==> config.mk <==
export PLATFORM = sky130hd
export DESIGN_NAME = btpc_front
export DESIGN_NICKNAME = d
export VERILOG_FILES = /design/src/rtl/assert_macros.svh /design/src/rtl/btpc_pkg.sv /design/src/rtl/btpc_front.sv
export SDC_FILE = /design/constraint.sdc
export NUM_CORES = 1
export LEC_CHECK = 0
export BUFFER_PORTS_ARGS = -buffer_cell sky130_fd_sc_hd__buf_2
export CAP_MARGIN = 25
export CORE_MARGIN = 2
export CORE_UTILIZATION = 44
export DETAILED_ROUTE_END_ITERATION = 10
export PLACE_DENSITY = 0.91
export SETUP_SLACK_MARGIN = 0.2
export SYNTH_ARGS = -nofsm -noshare
export SYNTH_HDL_FRONTEND = slang
export SYNTH_SLANG_ARGS = --single-unit
==> constraint.sdc <==
create_clock -name vclk -period 3.87
set_clock_uncertainty 0.05 [all_clocks]
set_input_delay 0.387 -clock vclk [all_inputs]
set_output_delay 0.387 -clock vclk [all_outputs]
set_load 0.01 [all_outputs]
==> src/rtl/assert_macros.svh <==
// Assertion macros shared by the compensation RTL.
// Each macro expects clk_i and rst_ni to be visible in the module that uses it.
`ifndef ASSERT_MACROS_SVH
`define ASSERT_MACROS_SVH

// Property that must hold at every clock edge outside reset.
`define BTPC_ASSERT(label, prop, msg) \
  label: assert property (@(posedge clk_i) disable iff (!rst_ni) (prop)) else $error(msg);

// Same-cycle implication.
`define BTPC_ASSERT_IMPL(label, ante, cons, msg) \
  label: assert property (@(posedge clk_i) disable iff (!rst_ni) (ante) |-> (cons)) \
    else $error(msg);

// Next-cycle implication.
`define BTPC_ASSERT_NEXT(label, ante, cons, msg) \
  label: assert property (@(posedge clk_i) disable iff (!rst_ni) (ante) |=> (cons)) \
    else $error(msg);

`endif

==> src/rtl/btpc_pkg.sv <==
// Shared types, widths and constants of the barometric compensation block.
// Used by every module of the block; depends on nothing else.
package btpc_pkg;

  // Port widths.
  localparam int RAW_W       = 24;
  localparam int CAL_W       = 16;
  localparam int ADDR_W      = 5;
  localparam int APB_DATA_W  = 32;
  localparam int IN_TDATA_W  = 48;
  localparam int TEMP_OUT_W  = 15;
  localparam int PRES_OUT_W  = 18;
  localparam int STATUS_W    = 2;
  localparam int OUT_TDATA_W = 40;

  // Fixed division shifts of the compensation formulas.
  localparam int SH_TEMP = 23;
  localparam int SH_OFF  = 7;
  localparam int SH_SENS = 8;
  localparam int SH_T2   = 31;
  localparam int SH_PROD = 21;
  localparam int SH_PRES = 15;

  // Internal datapath widths.
  localparam int DT_W    = RAW_W + 1;
  localparam int PT_W    = DT_W + CAL_W + 1;
  localparam int PD_W    = 2 * DT_W;
  localparam int QT_W    = PT_W - SH_TEMP;
  localparam int OFF_W   = 36;
  localparam int T2_W    = PD_W - 1 - SH_T2;
  localparam int TEMP_W  = QT_W + 1;
  localparam int SQ1_W   = 2 * QT_W;
  localparam int SQ2_W   = 2 * TEMP_W;
  localparam int CORR_W  = SQ2_W + 4;
  localparam int TT_W    = TEMP_W + 1;
  localparam int FIN_W   = CORR_W + 2;
  localparam int SPLIT_W = 23;
  localparam int PLO_W   = RAW_W + SPLIT_W;
  localparam int PHI_W   = RAW_W + 1 + FIN_W - SPLIT_W;
  localparam int PROD_W  = PHI_W + SPLIT_W;
  localparam int Q1_W    = PROD_W - SH_PROD;
  localparam int X_W     = Q1_W + 1;
  localparam int PRES_W  = X_W - SH_PRES;

  // Formula constants.
  localparam int T_REF       = 2000;
  localparam int T_LOW_OFS   = 3500;   // 20.00 C down to -15.00 C
  localparam int K_OFF2      = 5;
  localparam int K_OFF2_LOW  = 7;
  localparam int K_SENS2_LOW = 11;
  localparam int TEMP_MIN    = -10000;
  localparam int TEMP_MAX    = 15000;
  localparam int PRES_MAX    = 200000;

  localparam logic [RAW_W-1:0] RAW_MAX   = {RAW_W{1'b1}};
  localparam logic [CAL_W-1:0] CAL_RESET = CAL_W'(1);

  localparam int unsigned QUEUE_DEPTH_DEF = 4;

  typedef enum logic [STATUS_W-1:0] {
    ST_OK      = 2'd0,
    ST_RAW_BAD = 2'd1,
    ST_RANGE   = 2'd2
  } status_e;

  typedef enum logic [2:0] {
    REG_SENS  = 3'd0,
    REG_OFF   = 3'd1,
    REG_TCS   = 3'd2,
    REG_TCO   = 3'd3,
    REG_TREF  = 3'd4,
    REG_TSENS = 3'd5
  } reg_idx_e;

  typedef struct packed {
    logic [CAL_W-1:0] sens;
    logic [CAL_W-1:0] off;
    logic [CAL_W-1:0] tcs;
    logic [CAL_W-1:0] tco;
    logic [CAL_W-1:0] tref;
    logic [CAL_W-1:0] tsens;
  } cal_t;

  // One classified sample pair waiting for the arithmetic pipeline.
  typedef struct packed {
    logic                   raw_bad;
    logic [RAW_W-1:0]       d1;
    logic signed [DT_W-1:0] dt;
  } item_t;

endpackage

==> src/rtl/btpc_front.sv <==
// Input side of the compensation block: accepts raw sample pairs, flags
// invalid conversions and forms the temperature difference. Uses btpc_pkg.
module btpc_front (
  input  logic                             s_axis_tvalid,
  output logic                             s_axis_tready,
  // pressure_raw [23:0], temperature_raw [47:24]
  input  logic [btpc_pkg::IN_TDATA_W-1:0]  s_axis_tdata,
  input  logic [btpc_pkg::CAL_W-1:0]       tref_i,
  input  logic                             q_full_i,
  output logic                             q_push_o,
  output btpc_pkg::item_t                  q_item_o
);
  import btpc_pkg::*;

  logic [RAW_W-1:0] d1;
  logic [RAW_W-1:0] d2;

  assign d1 = s_axis_tdata[RAW_W-1:0];
  assign d2 = s_axis_tdata[2*RAW_W-1:RAW_W];

  assign s_axis_tready = !q_full_i;
  assign q_push_o      = s_axis_tvalid && !q_full_i;

  always_comb begin
    q_item_o.d1      = d1;
    q_item_o.raw_bad = (d1 == '0) || (d1 == RAW_MAX) || (d2 == '0) || (d2 == RAW_MAX);
    // The reference word is scaled by 256 before it is taken from D2.
    q_item_o.dt      = $signed({1'b0, d2}) - $signed({1'b0, tref_i, 8'b0});
  end

endmodule

==> out/qor.tcl <==
set qor(share_seq_of_total_power) 0
set qor(sw_ratio) 0.5477
set qor(avgViaCountPerCell) 5.554
set qor(combPwrFrac) 1.000
set qor(global_route_wire_length_before_repair_microns) 6499
set qor(cp.buffers_inverters) 3
set qor(yosysSeqAreaShare) 0
set qor(fp.dieArea_sq_mm) 0.003589
set qor(post_route_cells_drive_above_1_share) 0.4413
set qor(grt_pass1_vias) 1579
set qor(numPlacedInstances) 314
set qor(antenna_cells) 0
set qor(drt_iter0_markers) 45
set qor(largest_driver_fanout_on_the_critical_path) 4
set qor(crit_path_cell_trace) {buf_2 > inv_1 > ha_1 > fa_1 > nor2b_4 > o2111a_2 > o311ai_4 > nand4_1 > or3b_1 > buf_2}
set qor(run_status) {finished, final reports clean}
set qor(slew_violations) 0
set qor(crit_required_ps) 3430
set qor(first_pass_iters) 4
set qor(grt_start_max_net_pins) 11
set qor(final-instance-count-excl-fill) 314
set qor(die_x_microns) 59.91
set qor(routabilityCongestion) 0.8841
set qor(drt-total-wl_microns) 4220
set qor(sw_power_mw) 0.1548
set qor(io_pins) 118
set qor(grt_remaining_overflow) 0
set qor(flow.area_growth_from_synthesis_pct) 27.66
set qor(ant_nets) 0
set qor(maxSlewHeadroom) 0.7037
set qor(wl_per_cell_microns) 13.44
set qor(holdCritPathClass) {input port to output port}
set qor(type_of_element_launching_the_critical_path) {input port}
set qor(post_cts.resized_instances) 0
set qor(p_leak_nw) 0.9766
set qor(fin_crit_sh) 0.7007
set qor(core_region_area_sq_mm) 0.003003
set qor(internal-power_mw) 0.1278
set qor(yosysWarningCount) 0
set qor(synth.cell_area_sq_mm) 0.001375
set qor(global_route_usage_over_all_layers) 0.2257
set qor(timing.final.setup_violations) 0
set qor(worst_setup_path_end_kind) {output port}
set qor(start_util) 0.4579
set qor(rsz0062_at_grt) {false}
set qor(finish.net_count) 366
set qor(worstHoldPathCells) 2
set qor(storage_element_area_sq_um) 0
set qor(std_cell_rows) 20
set qor(mappedNetlistNets) 281
set qor(multiInputGateArea_sq_mm) 0.001037
set qor(max_slew.worst_pin.slew_ps) 439.8
set qor(post_cts_buffers) 0
set qor(post-route-drc-count) 0
set qor(powerDensity_mw_per_mm2) 161.0
set qor(worst_ir_drop_vdd_v) 0.0001004
set qor(post-layout-total-power_mw) 0.2827
set qor(crit_type) {input port to output port}
set qor(reported_max_cap_violation_count) 0
set qor(vias_after_detailed_routing) 1744
set qor(tns_ps) 0
set qor(dominant_cell_type_by_count_on_the_critical_path) {sky130_fd_sc_hd__buf_2}
set qor(fin_worst_hold_slack_ps) 938.2
set qor(cp.arrival_ps) 2270
set qor(ctsHoldBuffers) 0
set qor(n_fill_cell) 288
set qor(crit_path_top_delay_cell) {sky130_fd_sc_hd__fa_1}
set qor(postSynthAreaPerCell_sq_um) 6.945
set qor(layout.clock_buffers) 0
set qor(clkPwrFrac) 0
set qor(hold_viol) 0
set qor(postLayoutCoreUtil) 0.5846
set qor(chipHeight_microns) 59.91
set qor(critical_path.top_delay_family) {adder cells}
set qor(netlist_instances) 198
set qor(n_sequential_cell) 0
set qor(cp_max_stage_delay_ps) 440
set qor(dp_hpwl_microns) 3745
set qor(grt_antenna_before_repair) 0
set qor(cp.depth) 10
set qor(max_clock_freq_mhz) 368.8
set qor(place.port_buffers) 118
set qor(min_period_ps) 2712
set qor(ys_types) 37
Yosys cell counts, types with 3 or more instances:
master                     number  area, sq um
sky130_fd_sc_hd__nor4_1        14        87.58
sky130_fd_sc_hd__or4_1          3        22.52
sky130_fd_sc_hd__and3_1         3        18.77
sky130_fd_sc_hd__o21ai_0        4        20.02
sky130_fd_sc_hd__nand2_1        6        22.52
sky130_fd_sc_hd__nand4_1       14        87.58
sky130_fd_sc_hd__inv_1         23        86.33
sky130_fd_sc_hd__clkbuf_1       3        11.26
sky130_fd_sc_hd__nor3_1         5        25.02
sky130_fd_sc_hd__xnor2_1        9        78.83
sky130_fd_sc_hd__nor2_1         8        30.03
sky130_fd_sc_hd__o311ai_0       5        43.79
sky130_fd_sc_hd__a21o_1         4        30.03
sky130_fd_sc_hd__ha_1          16        200.2
sky130_fd_sc_hd__nor2b_1        4        25.02
sky130_fd_sc_hd__nand2b_1       4        25.02
sky130_fd_sc_hd__and4_1         3        26.28
sky130_fd_sc_hd__buf_4         32        240.2
sky130_fd_sc_hd__a21oi_1       15        75.07
cell type report:
type               count  area share
inverters             23     0.04918
repair buffers       118      0.3364
multi-input cells    140      0.5909
well taps             33     0.02352
layer usage:
layer,vias to the layer above,GRT usage,part of all wire
met5,-,0,0
met4,0,0.01905,0.0095
met3,6,0,0.071
met2,99,0.4752,0.53
met1,767,0.2552,0.39
li1,872,-,-
placed cells by master (no fill, tap or decap), types with 6 or more instances in the layout:
cell type and n:
sky130_fd_sc_hd__nand4_1 14, sky130_fd_sc_hd__ha_1 16, sky130_fd_sc_hd__nor2_1 8, sky130_fd_sc_hd__nor4_1 14, sky130_fd_sc_hd__nand2_1 6, sky130_fd_sc_hd__a21oi_1 15, sky130_fd_sc_hd__buf_2 118, sky130_fd_sc_hd__inv_1 23
sky130_fd_sc_hd__xnor2_1 9
metrics by stage:
step	instance area, sq um	worst slack [ps]
after floorplan	1375	1406
after global placement	1755	1203
after detailed placement	1755	1155
after CTS	1755	1153
after global routing	1755	1042
final	1755	1158
final timing paths:
path / start / end
max: s_axis_tdata[32] / q_item_o[22]
min: s_axis_tdata[0] / q_item_o[25]
power by group through the flow:
stage | clock [mW] | combinational, mW | sequential, mW
floorplan | 0 | 0.182 | 0
global placement | 0 | 0.273 | 0
detailed placement | 0 | 0.280 | 0
CTS | 0 | 0.281 | 0
global route | 0 | 0.314 | 0
finish | 0 | 0.283 | 0
logic make-up (layout without fill, tap and decap cells):
kind of cell,Yosys count,after routing,share of synthesized area
buffers and inverters,58,141,0.2457
AND/OR/NAND/NOR,70,70,0.3021
adder cells (fa/ha/maj),17,17,0.1601
AO/OA/AOI/OAI,41,41,0.2147
multiplexers,1,1,0.007280
XOR/XNOR,11,11,0.07007
No activity file was read; power rests on OpenSTA's default activity.
