[config.mk]
export PLATFORM = sky130hd
export DESIGN_NAME = btpc_queue
export DESIGN_NICKNAME = d
export VERILOG_FILES = /design/src/rtl/btpc_pkg.sv /design/src/rtl/btpc_queue.sv
export VERILOG_INCLUDE_DIRS = /design/src /design/src/rtl
export SDC_FILE = /design/constraint.sdc
export NUM_CORES = 1
export LEC_CHECK = 0
export ABC_AREA = 0
export BUFFER_PORTS_ARGS = -buffer_cell sky130_fd_sc_hd__buf_2
export CORE_MARGIN = 2
export CORE_UTILIZATION = 55
export CTS_CLUSTER_SIZE = 30
export DETAILED_ROUTE_END_ITERATION = 8
export HOLD_SLACK_MARGIN = 0.05
export PLACE_DENSITY = 0.73
export SLEW_MARGIN = 20
export SYNTH_ARGS = -nofsm -noshare
export SYNTH_HDL_FRONTEND = slang
export SYNTH_SLANG_ARGS = --single-unit
[constraint.sdc]
create_clock -name clk_i -period 3.75 [get_ports clk_i]
set_input_delay 0.75 -clock clk_i [delete_from_list [all_inputs] [get_ports clk_i]]
set_output_delay 0.75 -clock clk_i [all_outputs]
set_load 0.1 [all_outputs]
[src/rtl/assert_macros.svh]
// Assertion macros shared by the compensation RTL.
// Each macro expects clk_i and rst_ni to be visible in the module that uses it.
`ifndef ASSERT_MACROS_SVH
`define ASSERT_MACROS_SVH

// Property that must hold at every clock edge outside reset.
`define BTPC_ASSERT(label, prop, msg) \
  label: assert property (@(posedge clk_i) disable iff (!rst_ni) (prop)) else $error(msg);

// Same-cycle implication.
`define BTPC_ASSERT_IMPL(label, ante, cons, msg) \
  label: assert property (@(posedge clk_i) disable iff (!rst_ni) (ante) |-> (cons)) \
    else $error(msg);

// Next-cycle implication.
`define BTPC_ASSERT_NEXT(label, ante, cons, msg) \
  label: assert property (@(posedge clk_i) disable iff (!rst_ni) (ante) |=> (cons)) \
    else $error(msg);

`endif

[src/rtl/btpc_pkg.sv]
// Shared types, widths and constants of the barometric compensation block.
// Used by every module of the block; depends on nothing else.
package btpc_pkg;

  // Port widths.
  localparam int RAW_W       = 24;
  localparam int CAL_W       = 16;
  localparam int ADDR_W      = 5;
  localparam int APB_DATA_W  = 32;
  localparam int IN_TDATA_W  = 48;
  localparam int TEMP_OUT_W  = 15;
  localparam int PRES_OUT_W  = 18;
  localparam int STATUS_W    = 2;
  localparam int OUT_TDATA_W = 40;

  // Fixed division shifts of the compensation formulas.
  localparam int SH_TEMP = 23;
  localparam int SH_OFF  = 7;
  localparam int SH_SENS = 8;
  localparam int SH_T2   = 31;
  localparam int SH_PROD = 21;
  localparam int SH_PRES = 15;

  // Internal datapath widths.
  localparam int DT_W    = RAW_W + 1;
  localparam int PT_W    = DT_W + CAL_W + 1;
  localparam int PD_W    = 2 * DT_W;
  localparam int QT_W    = PT_W - SH_TEMP;
  localparam int OFF_W   = 36;
  localparam int T2_W    = PD_W - 1 - SH_T2;
  localparam int TEMP_W  = QT_W + 1;
  localparam int SQ1_W   = 2 * QT_W;
  localparam int SQ2_W   = 2 * TEMP_W;
  localparam int CORR_W  = SQ2_W + 4;
  localparam int TT_W    = TEMP_W + 1;
  localparam int FIN_W   = CORR_W + 2;
  localparam int SPLIT_W = 23;
  localparam int PLO_W   = RAW_W + SPLIT_W;
  localparam int PHI_W   = RAW_W + 1 + FIN_W - SPLIT_W;
  localparam int PROD_W  = PHI_W + SPLIT_W;
  localparam int Q1_W    = PROD_W - SH_PROD;
  localparam int X_W     = Q1_W + 1;
  localparam int PRES_W  = X_W - SH_PRES;

  // Formula constants.
  localparam int T_REF       = 2000;
  localparam int T_LOW_OFS   = 3500;   // 20.00 C down to -15.00 C
  localparam int K_OFF2      = 5;
  localparam int K_OFF2_LOW  = 7;
  localparam int K_SENS2_LOW = 11;
  localparam int TEMP_MIN    = -10000;
  localparam int TEMP_MAX    = 15000;
  localparam int PRES_MAX    = 200000;

  localparam logic [RAW_W-1:0] RAW_MAX   = {RAW_W{1'b1}};
  localparam logic [CAL_W-1:0] CAL_RESET = CAL_W'(1);

  localparam int unsigned QUEUE_DEPTH_DEF = 4;

  typedef enum logic [STATUS_W-1:0] {
    ST_OK      = 2'd0,
    ST_RAW_BAD = 2'd1,
    ST_RANGE   = 2'd2
  } status_e;

  typedef enum logic [2:0] {
    REG_SENS  = 3'd0,
    REG_OFF   = 3'd1,
    REG_TCS   = 3'd2,
    REG_TCO   = 3'd3,
    REG_TREF  = 3'd4,
    REG_TSENS = 3'd5
  } reg_idx_e;

  typedef struct packed {
    logic [CAL_W-1:0] sens;
    logic [CAL_W-1:0] off;
    logic [CAL_W-1:0] tcs;
    logic [CAL_W-1:0] tco;
    logic [CAL_W-1:0] tref;
    logic [CAL_W-1:0] tsens;
  } cal_t;

  // One classified sample pair waiting for the arithmetic pipeline.
  typedef struct packed {
    logic                   raw_bad;
    logic [RAW_W-1:0]       d1;
    logic signed [DT_W-1:0] dt;
  } item_t;

endpackage

[src/rtl/btpc_queue.sv]
// Short FIFO between the input classifier and the arithmetic pipeline.
// Holds btpc_pkg::item_t entries; depth comes from the top level.
`include "assert_macros.svh"

module btpc_queue #(
  parameter int unsigned DEPTH = btpc_pkg::QUEUE_DEPTH_DEF
) (
  input  logic            clk_i,
  input  logic            rst_ni,
  input  logic            push_i,
  input  btpc_pkg::item_t item_i,
  output logic            full_o,
  input  logic            pop_i,
  output logic            empty_o,
  output btpc_pkg::item_t item_o
);
  import btpc_pkg::*;

  localparam int PTR_W = (DEPTH > 1) ? $clog2(DEPTH) : 1;
  localparam int CNT_W = $clog2(DEPTH + 1);

  item_t            mem_q [DEPTH];
  logic [PTR_W-1:0] wr_ptr_q, wr_ptr_d;
  logic [PTR_W-1:0] rd_ptr_q, rd_ptr_d;
  logic [CNT_W-1:0] cnt_q, cnt_d;

  assign full_o  = (cnt_q == CNT_W'(DEPTH));
  assign empty_o = (cnt_q == '0);
  assign item_o  = mem_q[rd_ptr_q];

  always_comb begin
    wr_ptr_d = wr_ptr_q;
    rd_ptr_d = rd_ptr_q;
    if (push_i) begin
      wr_ptr_d = (wr_ptr_q == PTR_W'(DEPTH - 1)) ? '0 : wr_ptr_q + 1'b1;
    end
    if (pop_i) begin
      rd_ptr_d = (rd_ptr_q == PTR_W'(DEPTH - 1)) ? '0 : rd_ptr_q + 1'b1;
    end
    cnt_d = cnt_q + CNT_W'(push_i) - CNT_W'(pop_i);
  end

  always_ff @(posedge clk_i or negedge rst_ni) begin
    if (!rst_ni) begin
      wr_ptr_q <= '0;
      rd_ptr_q <= '0;
      cnt_q    <= '0;
    end else begin
      wr_ptr_q <= wr_ptr_d;
      rd_ptr_q <= rd_ptr_d;
      cnt_q    <= cnt_d;
    end
  end

  always_ff @(posedge clk_i) begin
    if (push_i) begin
      mem_q[wr_ptr_q] <= item_i;
    end
  end

  `BTPC_ASSERT_IMPL(a_no_pop_empty, pop_i, cnt_q != '0, "pop from an empty queue")
  `BTPC_ASSERT_IMPL(a_no_push_full, push_i, cnt_q != CNT_W'(DEPTH), "push into a full queue")
  `BTPC_ASSERT_NEXT(a_cnt_up, push_i && !pop_i, cnt_q == $past(cnt_q) + 1'b1, "count lost a push")

endmodule

==> results.md, run 1 <==
- IO Count: about 110
- Detailed Routing Iterations Pass 1: 4
- CP max-delay cell: dfrtp_4
- Library cells used by synthesis: 21
- Final setup TNS: 0 ns
- Cts-stage hold buffer count: 0
- Grt ovf: 0
- Initial Util: between 50% and 60%
- Final hold vios: 0
- Most frequent cells in the layout: edfxtp_1, buf_2, mux4_2
- Highest clock rate: between 0.3 and 0.4 GHz
- Initial antenna violation count: 1
- Share of cells above drive strength 1: 45.4%
- Drt initial violations: roughly 230
- Final #Nets: 484
- Nature of the critical path endpoint: primary output
- Die width: roughly 120 um
- Yosys warns: 0
- Worst slew pin tran: 0.678 ns
- Setup Viol. Count Final: 0
- Most common cell after layout, fill and taps aside: edfxtp_1
- Cells after Synth: a little under 300
- Post-DR wirelength/cell: around 21 um
- Die Area: ~0.015 mm^2
- Fin crit share: 81.7%
- Yosys top cell by area: edfxtp_1
- IO buf count: approximately 110
- Synth top area cells: edfxtp_1, mux4_2, dfrtp_1
- Area grow syn2layout: 17.9%
- Post-synthesis cell area: just under 0.008 mm^2
- Pre-CTS worst setup slack: ~1.1 ns
- Worst skew pair latency: 0.48 ns
- Total detailed-routing wirelength: approximately 13000 um
- Max_cap viols: 0
- # DRC: 0
- CTS tree: done
- Clock skew: around 0.0077 ns
- Setup ws final: 0.685 ns
- Sequential share of the synthesized area: between 80% and 90%
- Seq cells post-synth: a little over 200
- Post-Layout Cell Count: ~610
- Maximum fanout along the worst path: 27
- Clk root buf: clkbuf_16
- Final Wtd Congestion: approximately 0.68
- Worst path cell trace: buf_12 -> mux4_2 -> buf_2
- Relative slew slack: between 50% and 60%
- Vias per cell: approximately 5.6
- Period minus WS final: around 3.1 ns
- Register Area: 0.00619 mm^2
- Vias: approximately 3400
- Multi-input logic area: 0.00135 mm^2
- Synth top area share: about four fifths
- Resized cells post-CTS: 0
- Net Count, Synth: 360
- Clk buf depth: 3
- DIE HEIGHT: roughly 120 um
- Largest net degree at the start of global routing: 34
- Worst EP arrival: about 2.3 ns
- First-pass GRT wire length: roughly 20000 um
- Row cnt: 43
- Worst hold path class: primary input to async pin
- Req. time, crit path: ~3 ns
- Clk sinks: 207
- Number of global-route vias before repair: 3542
- Crit Path Category: flop to primary output
- Startpoint types: flop
- Setup Buffers After CTS: 0
- Post-DRT Antenna Nets: 0
- Clk pin slew, worst setup/hold paths: ~0.06 ns
- H-tree levels: 1
- Placed cells: 579
- Core Area: about 0.014 mm^2
- CTS buffer count: 21
- Slowest stage delay, CP: 0.64 ns
- Slew Limit Fails: 0
- RSZ-0062 raised after global routing: no
- GR Util All Layers: roughly 18%
- FILL cells: ~940
- Syn avg cell area: 25.8 um^2
- Outcome: finished clean
- Hpwl dp: between 7000 and 8000 um
-- path summary, 6_finish.rpt --
kind | depth (start not counted) | startpoint | endpoint | slack, ns
setup reg to reg | 4 | wr_ptr_q[0] | mem_q[2][20] | 1.85
max in group asynchronous | 1 | rst_ni | rd_ptr_q[0] | 3.47
hold / removal | 1 | rst_ni | cnt_q[0] | 0.1
hold reg to reg | 2 | cnt_q[2] | cnt_q[2] | 0.63
min in group clk_i | 1 | item_i[49] | mem_q[2][49] | 0.48
setup / recovery | 3 | rd_ptr_q[0] | item_o[20] | 0.69
-- cells by family after synthesis --
group                    share of synthesized area [%]
flip-flops                                        80.4
multiplexers                                      15.0
XOR/XNOR                                         0.228
AO/OA/AOI/OAI                                    0.130
adder cells (fa/ha/maj)                           1.40
AND/OR/NAND/NOR                                  0.683
buffers and inverters                             2.12
-- sequential cells by signal, indices dropped and copies added, names as in the netlist --
register	cells
mem_q	200
cnt_q	3
rd_ptr_q	2
wr_ptr_q	2
-- layout make-up --
class | count | share of cell area (%)
diodes | 1 | 0.0276
flip-flops and latches | 207 | 68.3
inverters | 6 | 0.249
clock inverters | 8 | 0.953
multi-input cells | 73 | 14.9
repair buffers | 113 | 7.15
well taps | 180 | 2.49
clock buffers | 25 | 5.97
-- cells in the mapped netlist --
library cell  instances
and2_1                4
ha_1                  7
or3b_2                1
clkbuf_1              1
edfxtp_1            200
nand2_1               1
xnor2_1               1
xor2_1                1
buf_12                5
mux2_2                2
nor2_1                1
buf_6                 1
dfrtp_1               7
inv_1                 6
mux4_1                2
buf_2                 5
mux4_2               48
nor3_1                1
and3_1                1
o21ai_0               2
fa_1                  1
-- through the flow --
| stage | area [um^2] | utilization, % | hold WS [ns] |
|---|---|---|---|
| CTS | 9060 | 65.8 | 0.0863 |
| global route | 9060 | 65.8 | 0.0955 |
| finish | 9060 | 65.8 | 0.0986 |
| floorplan | 7690 | - | 0.454 |
| detailed placement | 8430 | 61.2 | 0.598 |
| global placement | 8430 | 61.2 | 0.591 |
-- routing by layer --
metal	vias up	GRT usage [%]	part of all wire [%]
met5	-	0	0
met4	0	4.96	1.4
met3	16	3.95	5.9
met2	98	29.3	51
met1	1792	25.1	42
li1	1507	-	-
-- worst max-delay path: cells and delay by family (launching register included) --
family / cells / cell delay [ns]
flip-flops: 1 / 0.64
buffers and inverters: 2 / 0.61
multiplexers: 1 / 0.57
Power of run 1 is not shown: default switching activity piles up to over one toggle a cycle in this logic, so the estimate is an artifact.
==> run 2: changes to the inputs <==
==> constraint.sdc (replaced) <==
create_clock -name clk_i -period 3.2 [get_ports clk_i]
set_input_delay 0.64 -clock clk_i [delete_from_list [all_inputs] [get_ports clk_i]]
set_output_delay 0.64 -clock clk_i [all_outputs]
set_load 0.1 [all_outputs]
==> results.md, run 2 (synthesized netlist as in run 1, its figures left out) <==
- Max reg flops: 200
- Grt ovf: 0
- DIE HEIGHT: approximately 120 um
- Setup Buffers After CTS: 0
- Biggest register: mem_q
- Final setup TNS: 0 ns
- Req. time, crit path: between 2 and 3 ns
- Vias: about 3400
- Largest net degree at the start of global routing: 35
- IO buf count: about 110
- H-tree levels: 1
- Period minus WS final: ~3 ns
- Outcome: finished clean
- Clk buf depth: 3
- Post-DR wirelength/cell: 20.3 um
- First-pass GRT wire length: 19400 um
- Worst slew pin tran: 0.733 ns
- Post-DRT Antenna Nets: 0
- Area grow syn2layout: 18.8%
- Fin crit share: 95.4%
- RSZ-0062 raised after global routing: no
- Highest clock rate: roughly 0.33 GHz
- Final #Nets: between 400 and 500
- Die width: approximately 120 um
- Final hold vios: 0
- Slew Limit Fails: 0
- # DRC: 0
- Final Wtd Congestion: approximately 0.65
- Initial antenna violation count: 0
- Hold Path Origin: item_i[29]
- Nature of the critical path endpoint: primary output
- Worst EP arrival: between 2 and 2.5 ns
- Worst Reg-to-Reg Cells: 4
- Detailed Routing Iterations Pass 1: 4
- Hpwl dp: a little under 8000 um
- Drt initial violations: 238
- Clk sinks: a little over 200
- IO Count: ~110
- Relative slew slack: 51.1%
- Worst skew pair latency: approximately 0.48 ns
- CTS tree: done
- Row cnt: 43
- Crit Path Category: flop to primary output
- Diode count: 0
- R2r setup slk: around 1.4 ns
- Setup Viol. Count Final: 0
- R2R Path Start: wr_ptr_q[0]
- Share of cells above drive strength 1: approximately 46%
- Vias per cell: 5.52
- Maximum fanout along the worst path: 22
- Max_cap viols: 0
- Most frequent cells in the layout: edfxtp_1, buf_2, mux4_2
- Most common cell after layout, fill and taps aside: edfxtp_1
- GR Util All Layers: between 10% and 20%
- Core Area: 0.0138 mm^2
- Total detailed-routing wirelength: 12700 um
- Largest registers: mem_q: 200 flops, cnt_q: 3 flops
- Number of global-route vias before repair: approximately 3500
- Clock skew: around 0.012 ns
- Clk root buf: clkbuf_16
- CTS buffer count: 21
- Worst hold path class: primary input to flop
- FF-to-FF End: mem_q[2][13]
- Min-Delay Endpoint: mem_q[1][29]
- Hold Path Depth: 1
- Initial Util: a little under three fifths
- Startpoint types: flop
- Die Area: 0.0149 mm^2
- Clk pin slew, worst setup/hold paths: roughly 0.060 ns
[run 2: metal layers]
metal	GRT usage (%)	share of wire [%]	vias to the layer above
met3	4.41	6.1	19
li1	-	-	1532
met1	25.2	42	1784
met4	4.89	1.5	0
met2	27.0	50	97
met5	0	0	-
[run 2: final cells by class]
class	instances	area, um^2
clock inverter	14	115
inverter	6	22.5
multi-input combinational	73	1350
fill	921	4640
sequential	207	6190
timing repair buffer	118	701
tap	180	225
clock buffer	24	537
[run 2: worst max-delay path, cell delays in order, from the launching register on]
cell and delay (ns):
dfrtp_4 0.70, buf_4 0.31, mux4_1 0.60, buf_2 0.31
[run 2: worst max-delay path by stage]
stage,depth (start not counted),end,slack [ns],from
after floorplan,1,empty_o,0.1,cnt_q[1]
after global placement,3,item_o[49],0.59,rd_ptr_q[0]
after detailed placement,3,item_o[49],0.60,rd_ptr_q[0]
after CTS,3,item_o[49],0.07,rd_ptr_q[0]
after global routing,3,item_o[49],0.01,rd_ptr_q[0]
final,3,item_o[49],0.15,rd_ptr_q[0]
[run 2: timing repair]
| item | in CTS | in global routing |
|---|---|---|
| gates resized for setup | 0 | 0 |
| endpoints found under the hold margin | 7 | 0 |
| hold buffers | 1 | 0 |
[run 2: stage by stage]
step | instances | instance area [um^2] | setup WS, ns | hold slack [ns] | utilization [%]
4_1_cts | 622 | 9140 | 0.0720 | 0.352 | 66.3
3_5_place_dp | 583 | 8470 | 0.596 | 0.485 | 61.5
5_1_grt | 622 | 9140 | 0.0127 | 0.356 | 66.3
6_report | 622 | 9140 | 0.148 | 0.370 | 66.3
3_3_place_gp | 583 | 8470 | 0.589 | 0.479 | 61.5
2_1_floorplan | 298 | 7690 | 0.0964 | 0.344 | -
Power of run 2 is left out for the same reason.
==> run 3: changes to the inputs <==
--- a/config.mk
+++ b/config.mk
@@ -6,14 +6,14 @@
 export SDC_FILE = /design/constraint.sdc
 export NUM_CORES = 1
 export LEC_CHECK = 0
-export ABC_AREA = 0
+export ABC_AREA = 1
 export BUFFER_PORTS_ARGS = -buffer_cell sky130_fd_sc_hd__buf_2
 export CORE_MARGIN = 2
 export CORE_UTILIZATION = 55
 export CTS_CLUSTER_SIZE = 30
 export DETAILED_ROUTE_END_ITERATION = 8
 export HOLD_SLACK_MARGIN = 0.05
-export PLACE_DENSITY = 0.73
+export PLACE_DENSITY = 0.72
 export SLEW_MARGIN = 20
 export SYNTH_ARGS = -nofsm -noshare
 export SYNTH_HDL_FRONTEND = slang
==> results.md, run 3 <==
- Post-DR wirelength/cell: 14.2 um
- Dpl cell area: roughly 0.010 mm^2
- Initial antenna violation count: 1
- Worst slew pin tran: around 0.67 ns
- Setup Viol. Count Final: 0
- Die Area: approximately 0.017 mm^2
- Outcome: finished clean
- Clk sinks: roughly 210
- Nature of the critical path endpoint: primary output
- R2R Path Start: wr_ptr_q[0]
- R2r setup slk: 1.36 ns
- Cells after Synth: 834
- Final setup TNS: 0 ns
- Clk buf depth: 3
- Min-Delay Endpoint: mem_q[3][47]
- Slew Limit Fails: 0
- # DRC: 0
- Worst skew pair latency: between 0.4 and 0.5 ns
- Crit Path Category: flop to primary output
- H-tree levels: 1
- Relative slew slack: a little under three fifths
- Count leader, synth: nand2_1
- Largest net degree at the start of global routing: 54
- Top_reg_cell synth: edfxtp_1
- Max reg flops: 200
- Total detailed-routing wirelength: 16600 um
- Post-DRT Antenna Nets: 0
- Number of enable flip-flop cells after synthesis: 200
- Vias per cell: roughly 4.8
- Post-synth ARST share: 3.38%
- CTS tree: done
- Yosys top cell by area: edfxtp_1
- Max_cap viols: 0
- Core Area: approximately 0.016 mm^2
- Largest registers: mem_q: 200 flops, cnt_q: 3 flops
- First-pass GRT wire length: roughly 27000 um
- Net Count, Synth: between 800 and 900
- Pre-CTS worst setup slack: between 0.7 and 0.8 ns
- Final Wtd Congestion: around 0.75
- Most frequent cells in the layout: nand2_1, inv_1, edfxtp_1
- Hold Path Depth: 1
- Seq cells post-synth: 207
- Startpoint types: flop
- Final hold vios: 0
- Clk root buf: clkbuf_16
- Area grow syn2layout: 24.1%
- Post-route cell area: between 0.01 and 0.015 mm^2
- Most common cell after layout, fill and taps aside: nand2_1
- Yosys warns: 0
- DIE HEIGHT: approximately 130 um
- Synth top area share: roughly two thirds
- CTS buffer count: 21
- Detailed Routing Iterations Pass 1: 5
- Biggest register: mem_q
- Synth top area cells: edfxtp_1, nand2_1, inv_1
- Clock skew: approximately 0.0066 ns
- Cts-stage hold buffer count: 1
- Number of global-route vias before repair: between 5000 and 6000
- Highest clock rate: 0.333 GHz
- Worst Reg-to-Reg Cells: 5
- Worst EP arrival: about 2.4 ns
- Library cells used by synthesis: 16
- Final #Nets: ~1000
- Fin crit share: between 90% and 100%
- Post-synthesis cell area: 0.00884 mm^2
- Share of cells above drive strength 1: 15.8%
- FF-to-FF End: mem_q[0][46]
- Initial Util: between 50% and 60%
- Period minus WS final: approximately 3 ns
- Fin util: between 60% and 70%
- GR Util All Layers: 20.3%
- Req. time, crit path: around 2.6 ns
- Sequential share of the synthesized area: a little over two thirds
- Die width: roughly 130 um
- IO buf count: approximately 110
- Syn avg cell area: ~11 um^2
- Vias: roughly 5600
- Clk pin slew, worst setup/hold paths: approximately 0.060 ns
- Most frequent cells after synthesis: nand2_1, inv_1, edfxtp_1
- Row cnt: 46
- Grt ovf: 0
- Setup Buffers After CTS: 0
- Hold Path Origin: item_i[47]
- IO Count: about 110
- Setup ws final: 0.198 ns
- Resized cells post-CTS: 0
- Maximum fanout along the worst path: 53
- Worst hold path class: primary input to flop
- RSZ-0062 raised after global routing: no
- Drt initial violations: ~420
- Hpwl dp: a little under 10000 um
==> run 3: cell types whose count changed in the layout (fill, tap and decap cells not counted), moves of 5 or more <==
cell and delta:
nand2_1 +262, inv_2 +5, buf_12 +49, inv_1 +202
clkinv_1 -7, nand3_1 +101, buf_2 -50, mux4_2 -48
clkbuf_1 +6
==> run 3: area by class of cell <==
class	instances	area (um^2)
tap	216	270
timing repair buffer	116	1420
clock inverter	4	47.5
clock buffer	33	601
inverter	214	805
antenna	1	2.50
sequential	207	6190
fill	1095	4800
multi-input combinational	380	1640
==> run 3: per-layer routing <==
metal  global-route usage, %  vias to the layer above  share of wire [%]
met5                       0                        -                  0
met4                    5.38                        0                1.5
met3                    3.71                       23                6.3
met2                    36.5                      161                 52
met1                    25.5                     2616                 40
li1                        -                     2802                  -
==> run 3: how the worst max path moves through the flow <==
| stage | start | endpoint |
|---|---|---|
| after floorplan | cnt_q[1] | empty_o |
| after global placement | rd_ptr_q[0] | item_o[23] |
| after detailed placement | rd_ptr_q[0] | item_o[47] |
| after CTS | rd_ptr_q[0] | item_o[47] |
| after global routing | rd_ptr_q[0] | item_o[5] |
| final | rd_ptr_q[0] | item_o[47] |
==> run 3: through the flow <==
stage	hold WS, ns	instances
5_1_grt	0.357	1170
3_5_place_dp	0.489	1132
4_1_cts	0.354	1170
6_report	0.369	1171
3_3_place_gp	0.487	1132
2_1_floorplan	0.344	834
==> run 3: logic make-up (layout without fill, tap and decap cells) <==
logic type / Yosys count / after routing / share of synthesized area (%)
buffers and inverters: 247 / 367 / 11.5
DFF: 207 / 207 / 69.9
other: 0 / 1 / 0
and+or+nand+nor: 368 / 368 / 17.1
AOI/OAI and AO/OA: 4 / 4 / 0.226
adders and majority gates: 8 / 8 / 1.22
==> run 3: worst max-delay path: stages, from the launching register on <==
cell and delay (ns):
dfrtp_4 0.68, clkinv_2 0.11, buf_4 0.47, nand2_1 0.14
nand3_1 0.11, nand2_1 0.14, buf_12 0.20
Power of run 3 is left out for the same reason.
